**src/design/cpc_pkg.sv**
```systemverilog
package cpc_pkg;

    localparam int MAX_VERTICES = 16;
    localparam int IDX_W        = $clog2(MAX_VERTICES);
    localparam int CNT_W        = $clog2(MAX_VERTICES + 1);

    localparam int COORD_W = 20;
    localparam int RAD_W   = 16;
    localparam int DIFF_W  = COORD_W + 1;
    localparam int MUL_W   = 33;
    localparam int PROD_W  = 2 * MUL_W;
    localparam int ACC_W   = 96;
    localparam int LIMB_W  = 22;
    localparam int WIDE_W  = 2 * LIMB_W - 1;
    localparam int R2_W    = 2 * RAD_W;
    localparam int IN_W    = 4 * COORD_W + 2 * RAD_W;
    localparam int OUT_W   = 8;

    typedef logic signed [COORD_W-1:0] coord_t;
    typedef logic signed [DIFF_W-1:0]  diff_t;
    typedef logic signed [MUL_W-1:0]   mul_op_t;
    typedef logic signed [ACC_W-1:0]   acc_t;

    typedef enum logic [1:0] {SH_0, SH_1L, SH_2L} shift_t;

    typedef struct packed {
        logic   mul_en;
        logic   acc_en;
        logic   clr;
        logic   sub;
        shift_t sh;
    } mac_ctl_t;

    typedef enum logic [1:0] {S_IDLE, S_FETCH, S_EXEC, S_DONE} state_t;

    typedef enum logic [4:0] {
        U_CC_X, U_CC_Y, U_CC_R, U_R2,
        U_AREA_A, U_AREA_B, U_C0_A, U_C0_B, U_C1_A, U_C1_B, U_C2_A, U_C2_B,
        U_VX, U_VY, U_VR,
        U_DD_X, U_DD_Y, U_FD_X, U_FD_Y,
        U_CR_A, U_CR_B,
        U_SQ_LL, U_SQ_HL0, U_SQ_HL1, U_SQ_HH,
        U_RD_L, U_RD_H
    } uop_t;

    function automatic diff_t sub_c(input coord_t a, input coord_t b);
        sub_c = DIFF_W'(a) - DIFF_W'(b);
    endfunction

    function automatic mul_op_t ext_d(input diff_t d);
        ext_d = MUL_W'(d);
    endfunction

endpackage

```
**src/design/cpc_mac.sv**
```systemverilog
module cpc_mac (
    input  logic              clk,
    input  logic              rst_n,
    input  cpc_pkg::mac_ctl_t ctl,
    input  cpc_pkg::mul_op_t  opa,
    input  cpc_pkg::mul_op_t  opb,
    output cpc_pkg::acc_t     acc_next
);
    import cpc_pkg::*;

    logic signed [PROD_W-1:0] prod;
    logic signed [PROD_W-1:0] prod_reg;
    acc_t                     acc_reg;
    acc_t                     term;
    acc_t                     shifted;
    acc_t                     base;

    assign prod = opa * opb;

    always_comb
    begin
        term = ACC_W'(prod_reg);
        unique case (ctl.sh)
            SH_0:    shifted = term;
            SH_1L:   shifted = term <<< LIMB_W;
            SH_2L:   shifted = term <<< (2 * LIMB_W);
            default: shifted = term;
        endcase
        base     = ctl.clr ? '0 : acc_reg;
        acc_next = ctl.sub ? base - shifted : base + shifted;
    end

    always_ff @(posedge clk)
    begin
        if (ctl.mul_en)
            prod_reg <= prod;
    end

    always_ff @(posedge clk or negedge rst_n)
    begin
        if (!rst_n)
            acc_reg <= '0;
        else if (ctl.acc_en)
            acc_reg <= acc_next;
    end

endmodule

```
**config.mk**
```make
export PLATFORM = sky130hd
export DESIGN_NAME = cpc_mac
export DESIGN_NICKNAME = d
export VERILOG_FILES = /design/src/design/cpc_pkg.sv /design/src/design/cpc_mac.sv
export SDC_FILE = /design/constraint.sdc
export NUM_CORES = 2
export LEC_CHECK = 0
export ABC_AREA = 0
export BUFFER_PORTS_ARGS = -buffer_cell sky130_fd_sc_hd__buf_2
export CAP_MARGIN = 20
export CELL_PAD_IN_SITES_DETAIL_PLACEMENT = 0
export CELL_PAD_IN_SITES_GLOBAL_PLACEMENT = 2
export CORE_MARGIN = 5
export CORE_UTILIZATION = 45
export DETAILED_ROUTE_END_ITERATION = 10
export PLACE_DENSITY_LB_ADDON = 0.25
export SLEW_MARGIN = 20
export SYNTH_ARGS = -nofsm -noshare
export SYNTH_HDL_FRONTEND = slang
export SYNTH_SLANG_ARGS = --single-unit
```
**constraint.sdc**
```tcl
create_clock -name clk -period 12.56 [get_ports clk]
set_input_delay 0.628 -clock clk [delete_from_list [all_inputs] [get_ports clk]]
set_output_delay 0.628 -clock clk [all_outputs]
set_load 0.02 [all_outputs]
```
After elaboration in Yosys (flattened, before gate mapping)
Index checks and enable logic that the tools add are counted.
{"block": "totals", "regBits": 162, "inputBits": 74, "output_inout_bits": 96}
{"block": "op_classes", "addsub": 2, "multipliers": 1, "eq_ne": 2, "mux": 3}
{"op": "$mux W96", "n": 2}
{"op": "$pmux W96 S2", "n": 1}
{"op": "$add A96 B96 Y96", "n": 1}
{"op": "$sub A96 B96 Y96", "n": 1}
{"op": "$mul A33 B33 Y66", "n": 1}
{"op": "$eq A2 B1 Y1 const B", "n": 1}
{"op": "$eq A2 B2 Y1 const B", "n": 1}

Depth between registers and ports, before layout
{"block": "depth", "depth_word": 4, "mapped_depth": 35}

Worst setup path after synthesis
Ideal clock, no wire load.
{"block": "synth_timing", "kind": "input -> register", "from": "input opa[32]", "to": "register prod_reg[60] (data pin)", "setup_ns": 0.176, "arrival_time_ns": 8.161, "required_ns": 12.384, "path_slack_ns": 4.223, "stages": 30, "path_buffers": 2, "path_cell_list": "clkbuf_1 -> nand2_1 -> inv_1 -> fa_1 -> inv_1 -> fa_1 -> inv_1 -> fa_1 -> inv_1 -> fa_1 -> inv_1 -> fa_1 -> fa_1 -> fa_1 -> inv_1 -> fa_1 -> inv_1 -> ha_1 -> clkbuf_1 -> a21o_1 -> a21oi_1 -> o21ai_0 -> a21oi_1 -> nor2_1 -> or4_1 -> or3b_2 -> a31oi_1 -> o21ai_0 -> o211a_1 -> nor4_1"}
{"block": "synth_between", "elab_chain_cells": 1}
{"element": "from (decl)", "line_no": "cpc_mac.sv:5", "source": "input cpc_pkg::mul_op_t opa,"}
{"element": "$mul A33 B33 Y66", "line_no": "cpc_mac.sv:18", "source": "assign prod = opa * opb;"}
{"element": "via prod[60]", "line_no": "cpc_mac.sv:11", "source": "logic signed [PROD_W-1:0] prod;"}
{"element": "to (signal assigned)", "line_no": "cpc_mac.sv:36", "source": "prod_reg <= prod;"}
{"element": "to (decl)", "line_no": "cpc_mac.sv:12", "source": "logic signed [PROD_W-1:0] prod_reg;"}
The timed path passes the listed nets, and every way through them passes these cells.
A chain may end at the register's enable or synchronous reset.

Worst setup path after layout
{"block": "layout_timing", "from": "input opb[0]", "to": "register prod_reg[61] (data pin)"}
{"block": "layout_between", "elab_chain_cells": 1}
{"element": "from (decl)", "line_no": "cpc_mac.sv:6", "source": "input cpc_pkg::mul_op_t opb,"}
{"element": "$mul A33 B33 Y66", "line_no": "cpc_mac.sv:18"}
{"element": "via prod[61]", "line_no": "cpc_mac.sv:11"}
The timed path passes the listed nets, and every way through them passes these cells.

==> qor.txt <==
Clk pin slew, worst setup/hold paths: 0.08 ns
Setup-failing EPs final: 0
CP startpoint: opb[0]
GPL Wtd Cong: 0.904
family with the most delay on the worst path: adder cells
CTS tree: built
R2R cell count: 20
RSZ-0062 raised after global routing: false
Detail Route Antenna Nets: 0
hold_buf cts: 0
CP max stage delay: 0.92 ns
initial antenna violation count: 2
post-CTS sizing: 0
Data arrival, critical path: 9.74 ns
Setup Buffers After CTS: 0
Layout Nets: 7,580
wirelength, routed: 167,000 µm
Placed Area: 56,600 µm²
WP data required: 12.78 ns
Inst Count DP: 7,651
largest net degree at the start of global routing: 77
WL/cell: 21.8 µm
Pins Over Slew Limit: 0
Initial Utilization: 45.1%
vias: 41,300
Std-Cell Rows: 128
Setup Crit Path Kind: in2reg
area grow syn2layout: 4.51%
most frequent CP cell: fa_1
latest clock arrival within the worst-skew pair: 0.48 ns
Remaining DRCs: 0
core footprint: 121,000 µm²
total grt overflow: 0
fin crit share: 75.7%
die height: 359 µm
DP Worst Slack: 2.64 ns
biggest area consumer among synthesized cells: fa_1
setup TNS: 0 ns
vias in the first global route: 43,900
register bit total from synthesis: 162
endpoints failing hold: 0
first-pass GRT wire length: 264,000 µm
Post-Layout Cell Count: 7,684
Worst Path Buf+Inv: 6
Worst setup EP type: flip-flop
layout cell share with drive strength beyond 1: 6.19%
Tmin final: 9.51 ns
Post-Syn Area: 54,700 µm²
port buffer count: 169
area share of the largest cell type after synthesis: 41.9%
TritonRoute pass-1 iters: 5
Setup Skew: 0.0166 ns
Synth cell types: 91
Post-synth top flop: dfrtp_1
Syn Inst Count: 6,153
crit start category: primary input
DRT iter0 DRCs: 2,554
max FFs per register: 96
Die Wd: 359 µm
CP max-delay cell: fa_1
syn_area_per_cell: 8.89 µm²
final instance area: 57,200 µm²
Max Cap Violations: 0
Total Routing Usage GR: 26.6%
Slew HR: 30.7%
Final Worst Setup Slack: 3.05 ns
Die Area: 129,000 µm²
worst slew pin tran: 1.04 ns
Hold WC Path Type: in2async
Synth top cells by count: inv_1, fa_1, nand2_1
io pins: 170
status: completed
ranking of synthesized cells by area: fa_1, inv_1, ha_1
most numerous cell in the Yosys netlist: inv_1
Worst Path Max Fanout: 33
CTS buffer count: 17
EDFF count, synth: 66
Post-Syn Nets: 7,688
Via-to-Cell Ratio: 5.37
total clock sinks: 162
total number of yosys warnings: 0
hpwl dp: 133,000 µm
r2r setup slk: 4.93 ns
reg-to-reg startpoint: prod_reg[6]
# H-tree levels: 4
asr flop ratio synth: 59.3%
FF-to-FF End: acc_reg[91]
Max Freq: 105 MHz
Bufs on Longest Clock Path: 2
post-synthesis sequential area ratio: 8.01%
Root Buffer: clkbuf_16
## layer usage
layer	track usage, %	wire length (µm)
met1	39.4	78600
met2	41.6	74400
met3	4.49	11600
met4	4.97	2690
met5	0	7
## through the flow
stage,hold WS [ns],utilization (%)
3_3_place_gp,0.480,46.7
4_1_cts,0.133,47.2
2_1_floorplan,0.332,-
6_report,0.126,47.2
3_5_place_dp,0.487,46.7
5_1_grt,0.174,47.2
## worst register-to-register path: cells and delay by family (launching register included)
kind,cells,cell delay [ns]
flops,1,0.56
mux,1,0.28
compound gates,7,2.51
simple gates,9,3.36
xor+xnor,2,0.35
fa+ha+maj,1,0.46
## worst max-delay path by stage
stage / to / slack (ns) / cells past startpoint
2_1_floorplan: prod_reg[60] / 4.22 / 30
3_3_place_gp: prod_reg[65] / 2.65 / 27
3_5_place_dp: prod_reg[65] / 2.64 / 27
4_1_cts: prod_reg[65] / 3.08 / 27
5_1_grt: prod_reg[61] / 2.64 / 27
6_report: prod_reg[61] / 3.05 / 27
## logic make-up after synthesis
| family | count (synthesis) | synth area share (%) |
|---|---|---|
| buffers and inverters | 1534 | 10.6 |
| multiplexers | 97 | 2.00 |
| XOR/XNOR | 251 | 4.03 |
| AO/OA/AOI/OAI | 788 | 9.09 |
| AND/OR/NAND/NOR | 1860 | 17.1 |
| adder cells (fa/ha/maj) | 1461 | 49.1 |
| flip-flops | 162 | 8.01 |
## area by class of cell
cell class | instances | area [µm²]
Multi-Input combinational cell | 4457 | 44600
Clock buffer | 18 | 450
Clock inverter | 14 | 138
Fill cell | 11900 | 64100
Sequential cell | 162 | 4380
Timing Repair Buffer | 203 | 1110
Antenna cell | 1 | 2.50
Tap cell | 1625 | 2030
Inverter | 1204 | 4520
## cell usage in the layout, fill, tap and decap left out, types with 36 or more instances in the layout
cell type and n:
a21oi_1 272, nand3_1 45, inv_1 1202, fa_1 1146
o21ai_0 162, buf_4 36, nor3_1 36, and2_1 544
nor2b_1 126, xnor2_1 143, nand2_1 736, ha_1 313
mux2_2 95, a31oi_1 40, a21o_1 85, nand4_1 45
xor2_1 107, o21bai_1 38, nor2_1 189, dfrtp_1 96
edfxtp_1 66, buf_2 167
Power is left out: the tool's default activity adds up to more than one toggle a clock period on the data nets, which glitch-free logic cannot reach.
