<file path="src/design/cpc_pkg.sv">
package cpc_pkg;

    localparam int MAX_VERTICES = 16;
    localparam int IDX_W        = $clog2(MAX_VERTICES);
    localparam int CNT_W        = $clog2(MAX_VERTICES + 1);

    localparam int COORD_W = 20;
    localparam int RAD_W   = 16;
    localparam int DIFF_W  = COORD_W + 1;
    localparam int MUL_W   = 33;
    localparam int PROD_W  = 2 * MUL_W;
    localparam int ACC_W   = 96;
    localparam int LIMB_W  = 22;
    localparam int WIDE_W  = 2 * LIMB_W - 1;
    localparam int R2_W    = 2 * RAD_W;
    localparam int IN_W    = 4 * COORD_W + 2 * RAD_W;
    localparam int OUT_W   = 8;

    typedef logic signed [COORD_W-1:0] coord_t;
    typedef logic signed [DIFF_W-1:0]  diff_t;
    typedef logic signed [MUL_W-1:0]   mul_op_t;
    typedef logic signed [ACC_W-1:0]   acc_t;

    typedef enum logic [1:0] {SH_0, SH_1L, SH_2L} shift_t;

    typedef struct packed {
        logic   mul_en;
        logic   acc_en;
        logic   clr;
        logic   sub;
        shift_t sh;
    } mac_ctl_t;

    typedef enum logic [1:0] {S_IDLE, S_FETCH, S_EXEC, S_DONE} state_t;

    typedef enum logic [4:0] {
        U_CC_X, U_CC_Y, U_CC_R, U_R2,
        U_AREA_A, U_AREA_B, U_C0_A, U_C0_B, U_C1_A, U_C1_B, U_C2_A, U_C2_B,
        U_VX, U_VY, U_VR,
        U_DD_X, U_DD_Y, U_FD_X, U_FD_Y,
        U_CR_A, U_CR_B,
        U_SQ_LL, U_SQ_HL0, U_SQ_HL1, U_SQ_HH,
        U_RD_L, U_RD_H
    } uop_t;

    function automatic diff_t sub_c(input coord_t a, input coord_t b);
        sub_c = DIFF_W'(a) - DIFF_W'(b);
    endfunction

    function automatic mul_op_t ext_d(input diff_t d);
        ext_d = MUL_W'(d);
    endfunction

endpackage

</file>
<file path="src/design/cpc_vmem.sv">
module cpc_vmem (
    input  logic                      clk,
    input  logic                      we,
    input  logic [cpc_pkg::IDX_W-1:0] waddr,
    input  cpc_pkg::coord_t           wx,
    input  cpc_pkg::coord_t           wy,
    input  logic [cpc_pkg::IDX_W-1:0] raddr,
    output cpc_pkg::coord_t           rx,
    output cpc_pkg::coord_t           ry
);
    import cpc_pkg::*;

    coord_t mem_x [MAX_VERTICES];
    coord_t mem_y [MAX_VERTICES];
    coord_t rx_reg;
    coord_t ry_reg;

    always_ff @(posedge clk)
    begin
        if (we)
        begin
            mem_x[waddr] <= wx;
            mem_y[waddr] <= wy;
        end
        rx_reg <= mem_x[raddr];
        ry_reg <= mem_y[raddr];
    end

    assign rx = rx_reg;
    assign ry = ry_reg;

endmodule

</file>
<file path="config.mk">
export PLATFORM = sky130hd
export DESIGN_NAME = cpc_vmem
export DESIGN_NICKNAME = d
export VERILOG_FILES = /design/src/design/cpc_pkg.sv /design/src/design/cpc_vmem.sv
export SDC_FILE = /design/constraint.sdc
export NUM_CORES = 1
export LEC_CHECK = 0
export ABC_AREA = 1
export BUFFER_PORTS_ARGS = -buffer_cell sky130_fd_sc_hd__buf_2
export CAP_MARGIN = 15
export CORE_MARGIN = 3
export CORE_UTILIZATION = 40
export CTS_BUF_LIST = sky130_fd_sc_hd__clkbuf_8
export DETAILED_ROUTE_END_ITERATION = 8
export SYNTH_ARGS = -nofsm -noshare
export SYNTH_HDL_FRONTEND = slang
export SYNTH_SLANG_ARGS = --single-unit
</file>
<file path="constraint.sdc">
create_clock -name clk -period 3.05 [get_ports clk]
set_input_delay 0.305 -clock clk [delete_from_list [all_inputs] [get_ports clk]]
set_output_delay 0.305 -clock clk [all_outputs]
set_load 0.005 [all_outputs]
</file>
After elaboration in Yosys (flattened, before gate mapping)

Memories as Yosys holds them, arrays and structs flattened. A register that Yosys moved wholly into a read port is not among the register bits.
Index checks and enable logic that the tools add are counted.

Register bits after elaboration: 0
RAM bits: 640
Memories kept: 2
Word-level logic and storage cells: 4
Output and inout port bits: 40
Input port bits: 50

Memory list:

| name  | words | bits a word | read ports | clocked after memory_dff | wr ports | RTL line       | text |
|---|---|---|---|---|---|---|---|
| mem_x | 16    | 20          | 1          | 1                        | 1        | cpc_vmem.sv:13 | `coord_t mem_x [MAX_VERTICES];` |
| mem_y | 16    | 20          | 1          | 1                        | 1        | cpc_vmem.sv:14 | `coord_t mem_y [MAX_VERTICES];` |

Mux-type cells: 2

Operators with widths:

| operator          | number |
|---|---|
| 1-bit two-way mux | 2 |

Depth between registers and ports, before layout

Gate-level depths: netlist (run 1).

Word-level depth: 2
Mapped depth: 10

Least setup slack after synthesis (run 1)

Ideal clock, no wire load.

Path kind: input to register
Start: input port waddr[0] (netlist name)
End: memory mem_x[13][0] (netlist name), enable pin
Buffers on the path: 0
Data arrival time: 2.196 ns
Data required time: 2.613 ns
Path slack: 0.416 ns
Cell stages on the path: 4
Library setup time: 0.437 ns
Cell sequence: inv_1 -> nor2_1 -> nand2_1 -> nor2_1

RTL lines:

| item            | RTL line       | text |
|---|---|---|
| start, declared | cpc_vmem.sv:4  | `input logic [cpc_pkg::IDX_W-1:0] waddr,` |
| end, declared   | cpc_vmem.sv:13 |  |

No word-level cell before the write port.

Final worst setup path (run 1)

Start: register rx_reg[4] (netlist: rx[4]) (read register of mem_x)
End: output port rx[4]

RTL lines:

| item            | RTL line       | text |
|---|---|---|
| start, declared | cpc_vmem.sv:15 | `coord_t rx_reg;` |
| end, declared   | cpc_vmem.sv:8  | `output cpc_pkg::coord_t rx,` |

No word-level cell between the ends.

==> results of run 1 <==
==> synthesized netlist by cell type <==
library cell / number
buf_4: 16
buf_2: 68
inv_2: 1
buf_6: 16
inv_4: 2
nor2_1: 18
clkbuf_1: 14
nand2_1: 846
edfxtp_1: 640
inv_1: 484
nand3_1: 482
dfxtp_1: 40
buf_1: 18
==> metal layers <==
| metal | vias up | track usage (%) | part of all wire [%] |
|---|---|---|---|
| li1 | 8838 | - | - |
| met1 | 8901 | 26.6 | 45 |
| met2 | 650 | 29.8 | 46 |
| met3 | 120 | 3.01 | 6.6 |
| met4 | 0 | 6.10 | 2.3 |
| met5 | - | 0 | 0 |
==> power by group through the flow <==
stage,sequential [W],combinational (W),clock [W]
2_1_floorplan,0.0107,0.000693,0
3_3_place_gp,0.0107,0.00117,0
3_5_place_dp,0.0107,0.00119,0
4_1_cts,0.0105,0.00124,0.00768
5_1_grt,0.0105,0.00137,0.00814
6_report,0.0105,0.00123,0.00752
==> cell families (layout without fill, tap and decap cells) <==
logic type	count (synthesis)	after routing	synth area share (%)
flip-flops	680	680	70.8
buffers and inverters	619	857	9.18
AND/OR/NAND/NOR	1346	1346	20.0
==> per-stage QoR <==
stage / hold WS (ns) / utilization [%] / cells / worst slack [ns] / power [W]
3_3_place_gp: 0.632 / 43.1 / 3574 / 0.914 / 0.0119
2_1_floorplan: 0.404 / - / 2645 / 0.416 / 0.0114
6_report: 0.280 / 46.7 / 3814 / 1.52 / 0.0193
3_5_place_dp: 0.637 / 43.1 / 3574 / 0.915 / 0.0119
4_1_cts: 0.239 / 46.7 / 3814 / 1.45 / 0.0194
5_1_grt: 0.303 / 46.7 / 3814 / 1.44 / 0.0201
==> layout make-up <==
type,instances,area (µm²)
Inverter,487,1840
Tap cell,931,1160
Timing Repair Buffer,170,1470
Multi-Input combinational cell,1346,5780
Sequential cell,680,20000
Fill cell,6275,36900
Clock inverter,72,362
Clock buffer,128,1760
==> cells in the final DEF (no fill, tap or decap), types with 18 or more instances in the layout <==
master,count
inv_1,520
edfxtp_1,640
nand3_1,482
dlygate4sd3_1,40
dfxtp_1,40
buf_2,86
buf_4,18
nand2_1,846
clkbuf_8,128
clkinv_1,22
buf_12,24
==> worst paths after layout <==
path / to / slack [ns] / cells past startpoint
worst max register to register: rx[7] / 1.92 / 6
worst min-delay path: rx[5] / 0.28 / 6
worst max-delay path: rx[4] / 1.52 / 1
worst min register to register: rx[1] / 0.65 / 6
==> results by group, run 1 <==
Power and ir drop
  • Pwr dens: between 500 and 600 nW/µm²
  • Cell Int Power: 0.0149 W
  • Max VDD drop: ~0.00030 V
  • Static leakage power: ~14 nW
  • Switching share of power: between 20% and 30%
  • Flop pwr share: between 50 and 60%
  • Clock network power share: approximately two fifths
  • Logic gate share of total power: 6.4%
  • Psw: about 0.0044 W

Synthesis
  • Mapped Cells: about 2.6k
  • Dominant cells by area after synthesis: edfxtp_1, nand2_1, nand3_1
  • Sequential fraction of the synthesis area: ~71%
  • Syn_nets: approximately 2.7k
  • Count of different cell masters after synthesis: 13
  • Register bit count reported by yosys: about 700
  • Synthesized cell area: between 20000 and 30000 µm²
  • Post-synth top area share: between 60% and 70%
  • Largest area contributor in the netlist: edfxtp_1
  • Yosys Warn Count: 0
  • Syn avg cell area: 10.7 µm²

Critical path
  • Crit end category: output pin
  • Crit path cell chain: buf_2
  • CP top delay family: flip-flops
  • Critical path's largest stage delay: 0.41 ns
  • Crit-path slowest cell: dfxtp_1
  • CP required: 2.74 ns
  • WP buf/inv: 1
  • R2r startpoint: mem_x[4][7]
  • Startpoint types: flip-flop
  • Worst-path fanout max: 1
  • Crit. Startpoint: rx[4]
  • Worst path arrival time: approximately 1.2 ns
  • CP Class: reg2out

Clocking
  • CTS resizes: 0
  • CTS root buffer: clkbuf_8
  • # hold bufs at CTS: 40
  • Post-CTS setup buffer count: 0
  • Number of CTS-inserted buffers: ~110
  • Worst-path clk slew: ~0.060 ns
  • Clock Sink Count: just under 700
  • CTS tree: built
  • Clock Latency Late Sink: about 0.7 ns
  • Max Root-Sink Buffers: 3
  • CTS H-Tree Depth: 3

GRT
  • Largest net degree at the start of global routing: around 160
  • Overall Global Routing Usage: a little under a fifth
  • Global-route wire length before repair: roughly 110 mm
  • Gr ovfl total: 0
  • Initial antenna violation count: 0
  • Vias in the first global route: roughly 18k

Layout
  • Share of cells above drive strength 1: about a tenth
  • P&R area growth vs syn: 14.6%
  • Post-route cell area: 32400 µm²
  • Regs by FF count: mem_x (320), mem_y (320)
  • Ant diodes: 0
  • Nets: between 2k and 3k

Floorplanning
  • Initial core utilization: between 40% and 50%
  • Site Rows: 96
  • Die height: between 200 and 300 µm
  • Core Region: 69300 µm²
  • IO Pins: 90
  • Die X: 272 µm
  • Die area: between 70000 and 80000 µm²

Timing
  • Worst Tran Pin Value: between 0.9 and 1 ns
  • Final Hold Vio Count: 0
  • Fin crit share: between 50% and 60%
  • Worst rel slew slack: approximately 36%
  • Fin crit period: between 1.5 and 2 ns
  • Setup_tns: 0 ns
  • Fin. max-slew vios: 0
  • Setup Viol. Count Final: 0
  • Max frequency: 653 MHz
  • Final setup skew: around 0.023 ns
  • RSZ-0062 raised after global routing: false

Hold path
  • Worst Hold Class: in2reg
  • Min-delay src: raddr[0]

Routing
  • Number of DRC markers in iteration 0: approximately 1.6k
  • Final ANT Viol Nets: 0
  • Routed WL per cell: 18.2 µm
  • Routed wire length: 69.5 mm
  • Number of iterations in the first detailed-routing pass: 5
  • Total number of vias: 18.5k
  • Drt drc: 0
  • Vias/cell: between 4 and 5

Placed design
  • HPWL Detailed: 34.1 mm
  • Placed cell areas: between 20000 and 30000 µm²
  • RePlAce Congestion: about 0.74
  • Count of input and output buffers: 89

Outcome
  • Status: finished, final reports clean

Run
  • Max cap viols: 0
No activity file was read; power rests on OpenSTA's default activity.
==> run 2, diff against run 1 <==
--- a/config.mk
+++ b/config.mk
@@ -5,7 +5,7 @@
 export SDC_FILE = /design/constraint.sdc
 export NUM_CORES = 1
 export LEC_CHECK = 0
-export ABC_AREA = 1
+export ABC_AREA = 0
 export BUFFER_PORTS_ARGS = -buffer_cell sky130_fd_sc_hd__buf_2
 export CAP_MARGIN = 15
 export CORE_MARGIN = 3
==> constraint.sdc (replaced) <==
create_clock -name clk -period 1.5 [get_ports clk]
set_input_delay 0.15 -clock clk [delete_from_list [all_inputs] [get_ports clk]]
set_output_delay 0.15 -clock clk [all_outputs]
set_load 0.005 [all_outputs]
==> run 2 against run 1 <==
Against the previous run:
- die area down 11%
- hold slack worse by 0.19 ns
- via count down 36%
- final cell count down 42%
- flip-flop and latch count unchanged
- sequential share of layout area up 5.0 points
- combinational power up 67%
- global-route usage down 1.8 points
- largest cell class unchanged
- largest power group unchanged
==> results by group, run 2 <==
Floorplanning
  • Initial core utilization: 40.6% (-0.21 points)
  • Core Region: 61900 µm² (-11%)
  • Die height: 257 µm (-5.6%)
  • Die X: 257 µm (-5.6%)
  • Site Rows: 91 (-5.2%)
  • Die area: 65900 µm² (-11%)
  • IO Pins: 90 (unchanged)

Layout
  • Commonest non-fill, non-tap cell in the layout: edfxtp_1
  • Nets: 1354 (-52%)
  • Share of cells above drive strength 1: 31.0% (+21 points)
  • P&R area growth vs syn: 19.4%
  • Layout Utilization: 48.4% (+1.7 points)
  • Regs by FF count: mem_x (320), mem_y (320)
  • Commonest non-fill, non-tap cells in the layout: edfxtp_1, clkbuf_8, mux4_2
  • Register area: 20000 µm² (about the same)
  • Multi-input logic area: 4890 µm² (-15%)
  • Fill count: 5063 (-19%)

Hold path
  • Min-Delay Endpoint: mem_x[1][16]
  • Min-delay src: waddr[0]
  • Cell depth of the worst hold path: 3 (-3)
  • Worst Hold Class: in2reg

Critical path
  • Crit end category: flip-flop
  • R2r startpoint: mem_x[11][8]
  • R2r setup slk: 0.15 ns (-1.77 ns)
  • WP buf/inv: 4 (+3)
  • Crit-path slowest cell: dlygate4sd3_1
  • Startpoint types: primary input
  • Critical path's largest stage delay: 0.54 ns (+0.13 ns)
  • Reg2reg end: rx[8]
  • Crit path cell chain: dlygate4sd3_1 > buf_6 > buf_12 > buf_4 > mux4_2 > a22oi_1 > nand2_1
  • CP required: 2.05 ns (-0.69 ns)
  • Worst path arrival time: 2.00 ns (+0.77 ns)
  • CP Class: in2reg
  • Reg2Reg Depth: 3 (-3)
  • CP top delay family: buffers and inverters
  • Worst-path fanout max: 22 (+21)

Synthesis
  • Mapped Cells: 1040 (-61%)
  • Count of different cell masters after synthesis: 19 (+6)
  • Syn_nets: 1090 (-60%)
  • Post-synth EDFFs: 640 (unchanged)
  • Most used flip-flop cell after synthesis: edfxtp_1
  • Sequential fraction of the synthesis area: 79.7% (+8.8 points)
  • Dominant cells by area after synthesis: edfxtp_1, mux4_2, mux4_1
  • Most used standard cell by instance count after synthesis: edfxtp_1
  • Yosys Warn Count: 0 (unchanged)
  • Post-synth top area share: 76.5% (+8.5 points)
  • Largest area contributor in the netlist: edfxtp_1
  • Synthesized cell area: 25100 µm² (-11%)
  • Register bit count reported by yosys: 680 (unchanged)
  • Syn avg cell area: 24.2 µm² (+130%)
  • Ys async rst share: 0% (unchanged)
  • List of most frequent post-synthesis cells: edfxtp_1, mux4_2, a22oi_1

GRT
  • Overall Global Routing Usage: 17.0% (-1.8 points)
  • Vias in the first global route: 12.7k (-30%)
  • Initial antenna violation count: 6 (+6)
  • Gr ovfl total: 0 (unchanged)
  • Global-route wire length before repair: 82.6 mm (-23%)
  • Largest net degree at the start of global routing: 41 (-75%)

Timing
  • Worst rel slew slack: 74.7% (+38 points)
  • Fin. max-slew vios: 0 (unchanged)
  • RSZ-0062 raised after global routing: false
  • Worst Tran Pin Value: 0.378 ns (-0.575 ns)
  • Max frequency: 690 MHz
  • Setup Viol. Count Final: 0 (unchanged)
  • Final Hold Vio Count: 0 (unchanged)
  • Fin crit share: roughly 97%
  • Final setup skew: 0.0238 ns (+0.00113 ns)
  • Fin crit period: around 1.4 ns

Clocking
  • Number of CTS-inserted buffers: 102 (-5.6%)
  • CTS tree: built
  • Worst-path clk slew: 0.06 ns (about the same)
  • Max Root-Sink Buffers: 3 (unchanged)
  • Clock Latency Late Sink: 0.69 ns (about the same)
  • Post-CTS setup buffer count: 0 (unchanged)
  • CTS H-Tree Depth: 3 (unchanged)
  • Clock Sink Count: 680 (unchanged)
  • CTS root buffer: clkbuf_8

Routing
  • Number of DRC markers in iteration 0: 890 (-43%)
  • Drt drc: 0 (unchanged)
  • Total number of vias: 11.8k (-36%)
  • Vias/cell: 5.30 (+9.3%)
  • Routed WL per cell: 24.9 µm (+36%)
  • Final ANT Viol Nets: 0 (unchanged)
  • Number of iterations in the first detailed-routing pass: 5 (unchanged)
  • Routed wire length: 55.4 mm (-20%)

Power and ir drop
  • Static leakage power: 10.1 nW (-28%)
  • Pwr dens: 1260 nW/µm² (+110%)
  • Max VDD drop: 0.000750 V (+150%)
  • Total power: 0.0379 W (+97%)

Placed design
  • RePlAce Congestion: 0.708 (-4.1%)
  • HPWL Detailed: 30.7 mm (-9.9%)
  • Count of input and output buffers: 89 (unchanged)

Run
  • Max cap viols: 0 (unchanged)

Outcome
  • Status: finished, final reports clean
==> run 2: logic make-up (layout without fill, tap and decap cells) <==
logic type,Yosys count,count (layout),synth area share (%)
other,0,1,0
AOI/OAI and AO/OA,80,80,2.39
DFF,680,680,79.7
and+or+nand+nor,67,67,1.13
muxes,160,160,15.2
buffers and inverters,53,402,1.59
==> run 2: timing repair <==
action	in CTS	in global routing
gates resized for setup	0	2
endpoints found under the hold margin	642	0
hold buffers	41	0
endpoints found under the setup margin	0	2
==> run 2: report_power, final <==
group / switching, W / leakage, nW / internal, W
clock: 0.00696 / 1.15 / 0.00752
combinational: 0.00112 / 2.78 / 0.000946
sequential: 0.000135 / 6.12 / 0.0212
total: 0.00821 / 10.1 / 0.0297
==> run 2: routing by layer <==
layer / part of all wire [%] / up-vias / global-route usage, %
met5: 0.096 / - / 0
met4: 1.9 / 8 / 5.24
met3: 6.5 / 91 / 4.03
met2: 48 / 402 / 27.1
met1: 43 / 6249 / 23.3
li1: - / 5062 / -
==> run 2: worst max-delay path by stage <==
stage	depth (start not counted)	start	slack [ns]	endpoint
after floorplan	2	waddr[3]	-0.55	mem_x[0][0]
after global placement	5	raddr[0]	-0.18	ry[5]
after detailed placement	5	raddr[0]	-0.22	rx[5]
after CTS	1	rx[17]	0.03	rx[17]
after global routing	7	raddr[1]	0.02	rx[5]
final	7	raddr[1]	0.05	rx[5]
==> run 2: layout make-up <==
type	instances	share of cell area, %
antenna	1	0.00834
clock buffer	104	4.77
clock inverter	85	1.78
multi-input combinational	307	16.3
sequential	680	66.7
tap	837	3.49
timing repair buffer	213	6.90
==> run 2: worst min-delay path, delay by kind of cell <==
family / cells / cell delay, ns
buf+inv: 1 / 0.12
simple gates: 2 / 0.33
==> run 2: through the flow <==
step	setup TNS [ns]	setup slack, ns	cells	hold slack (ns)	cell area [µm²]
after CTS	0	0.0251	2226	0.0239	30000
final	0	0.0515	2227	0.0877	30000
after global placement	-19.67	-0.183	1996	0.517	27600
after global routing	0	0.0209	2227	0.0589	30000
after floorplan	-108.71	-0.549	1040	0.249	25300
after detailed placement	-23.18	-0.217	1996	0.531	27600
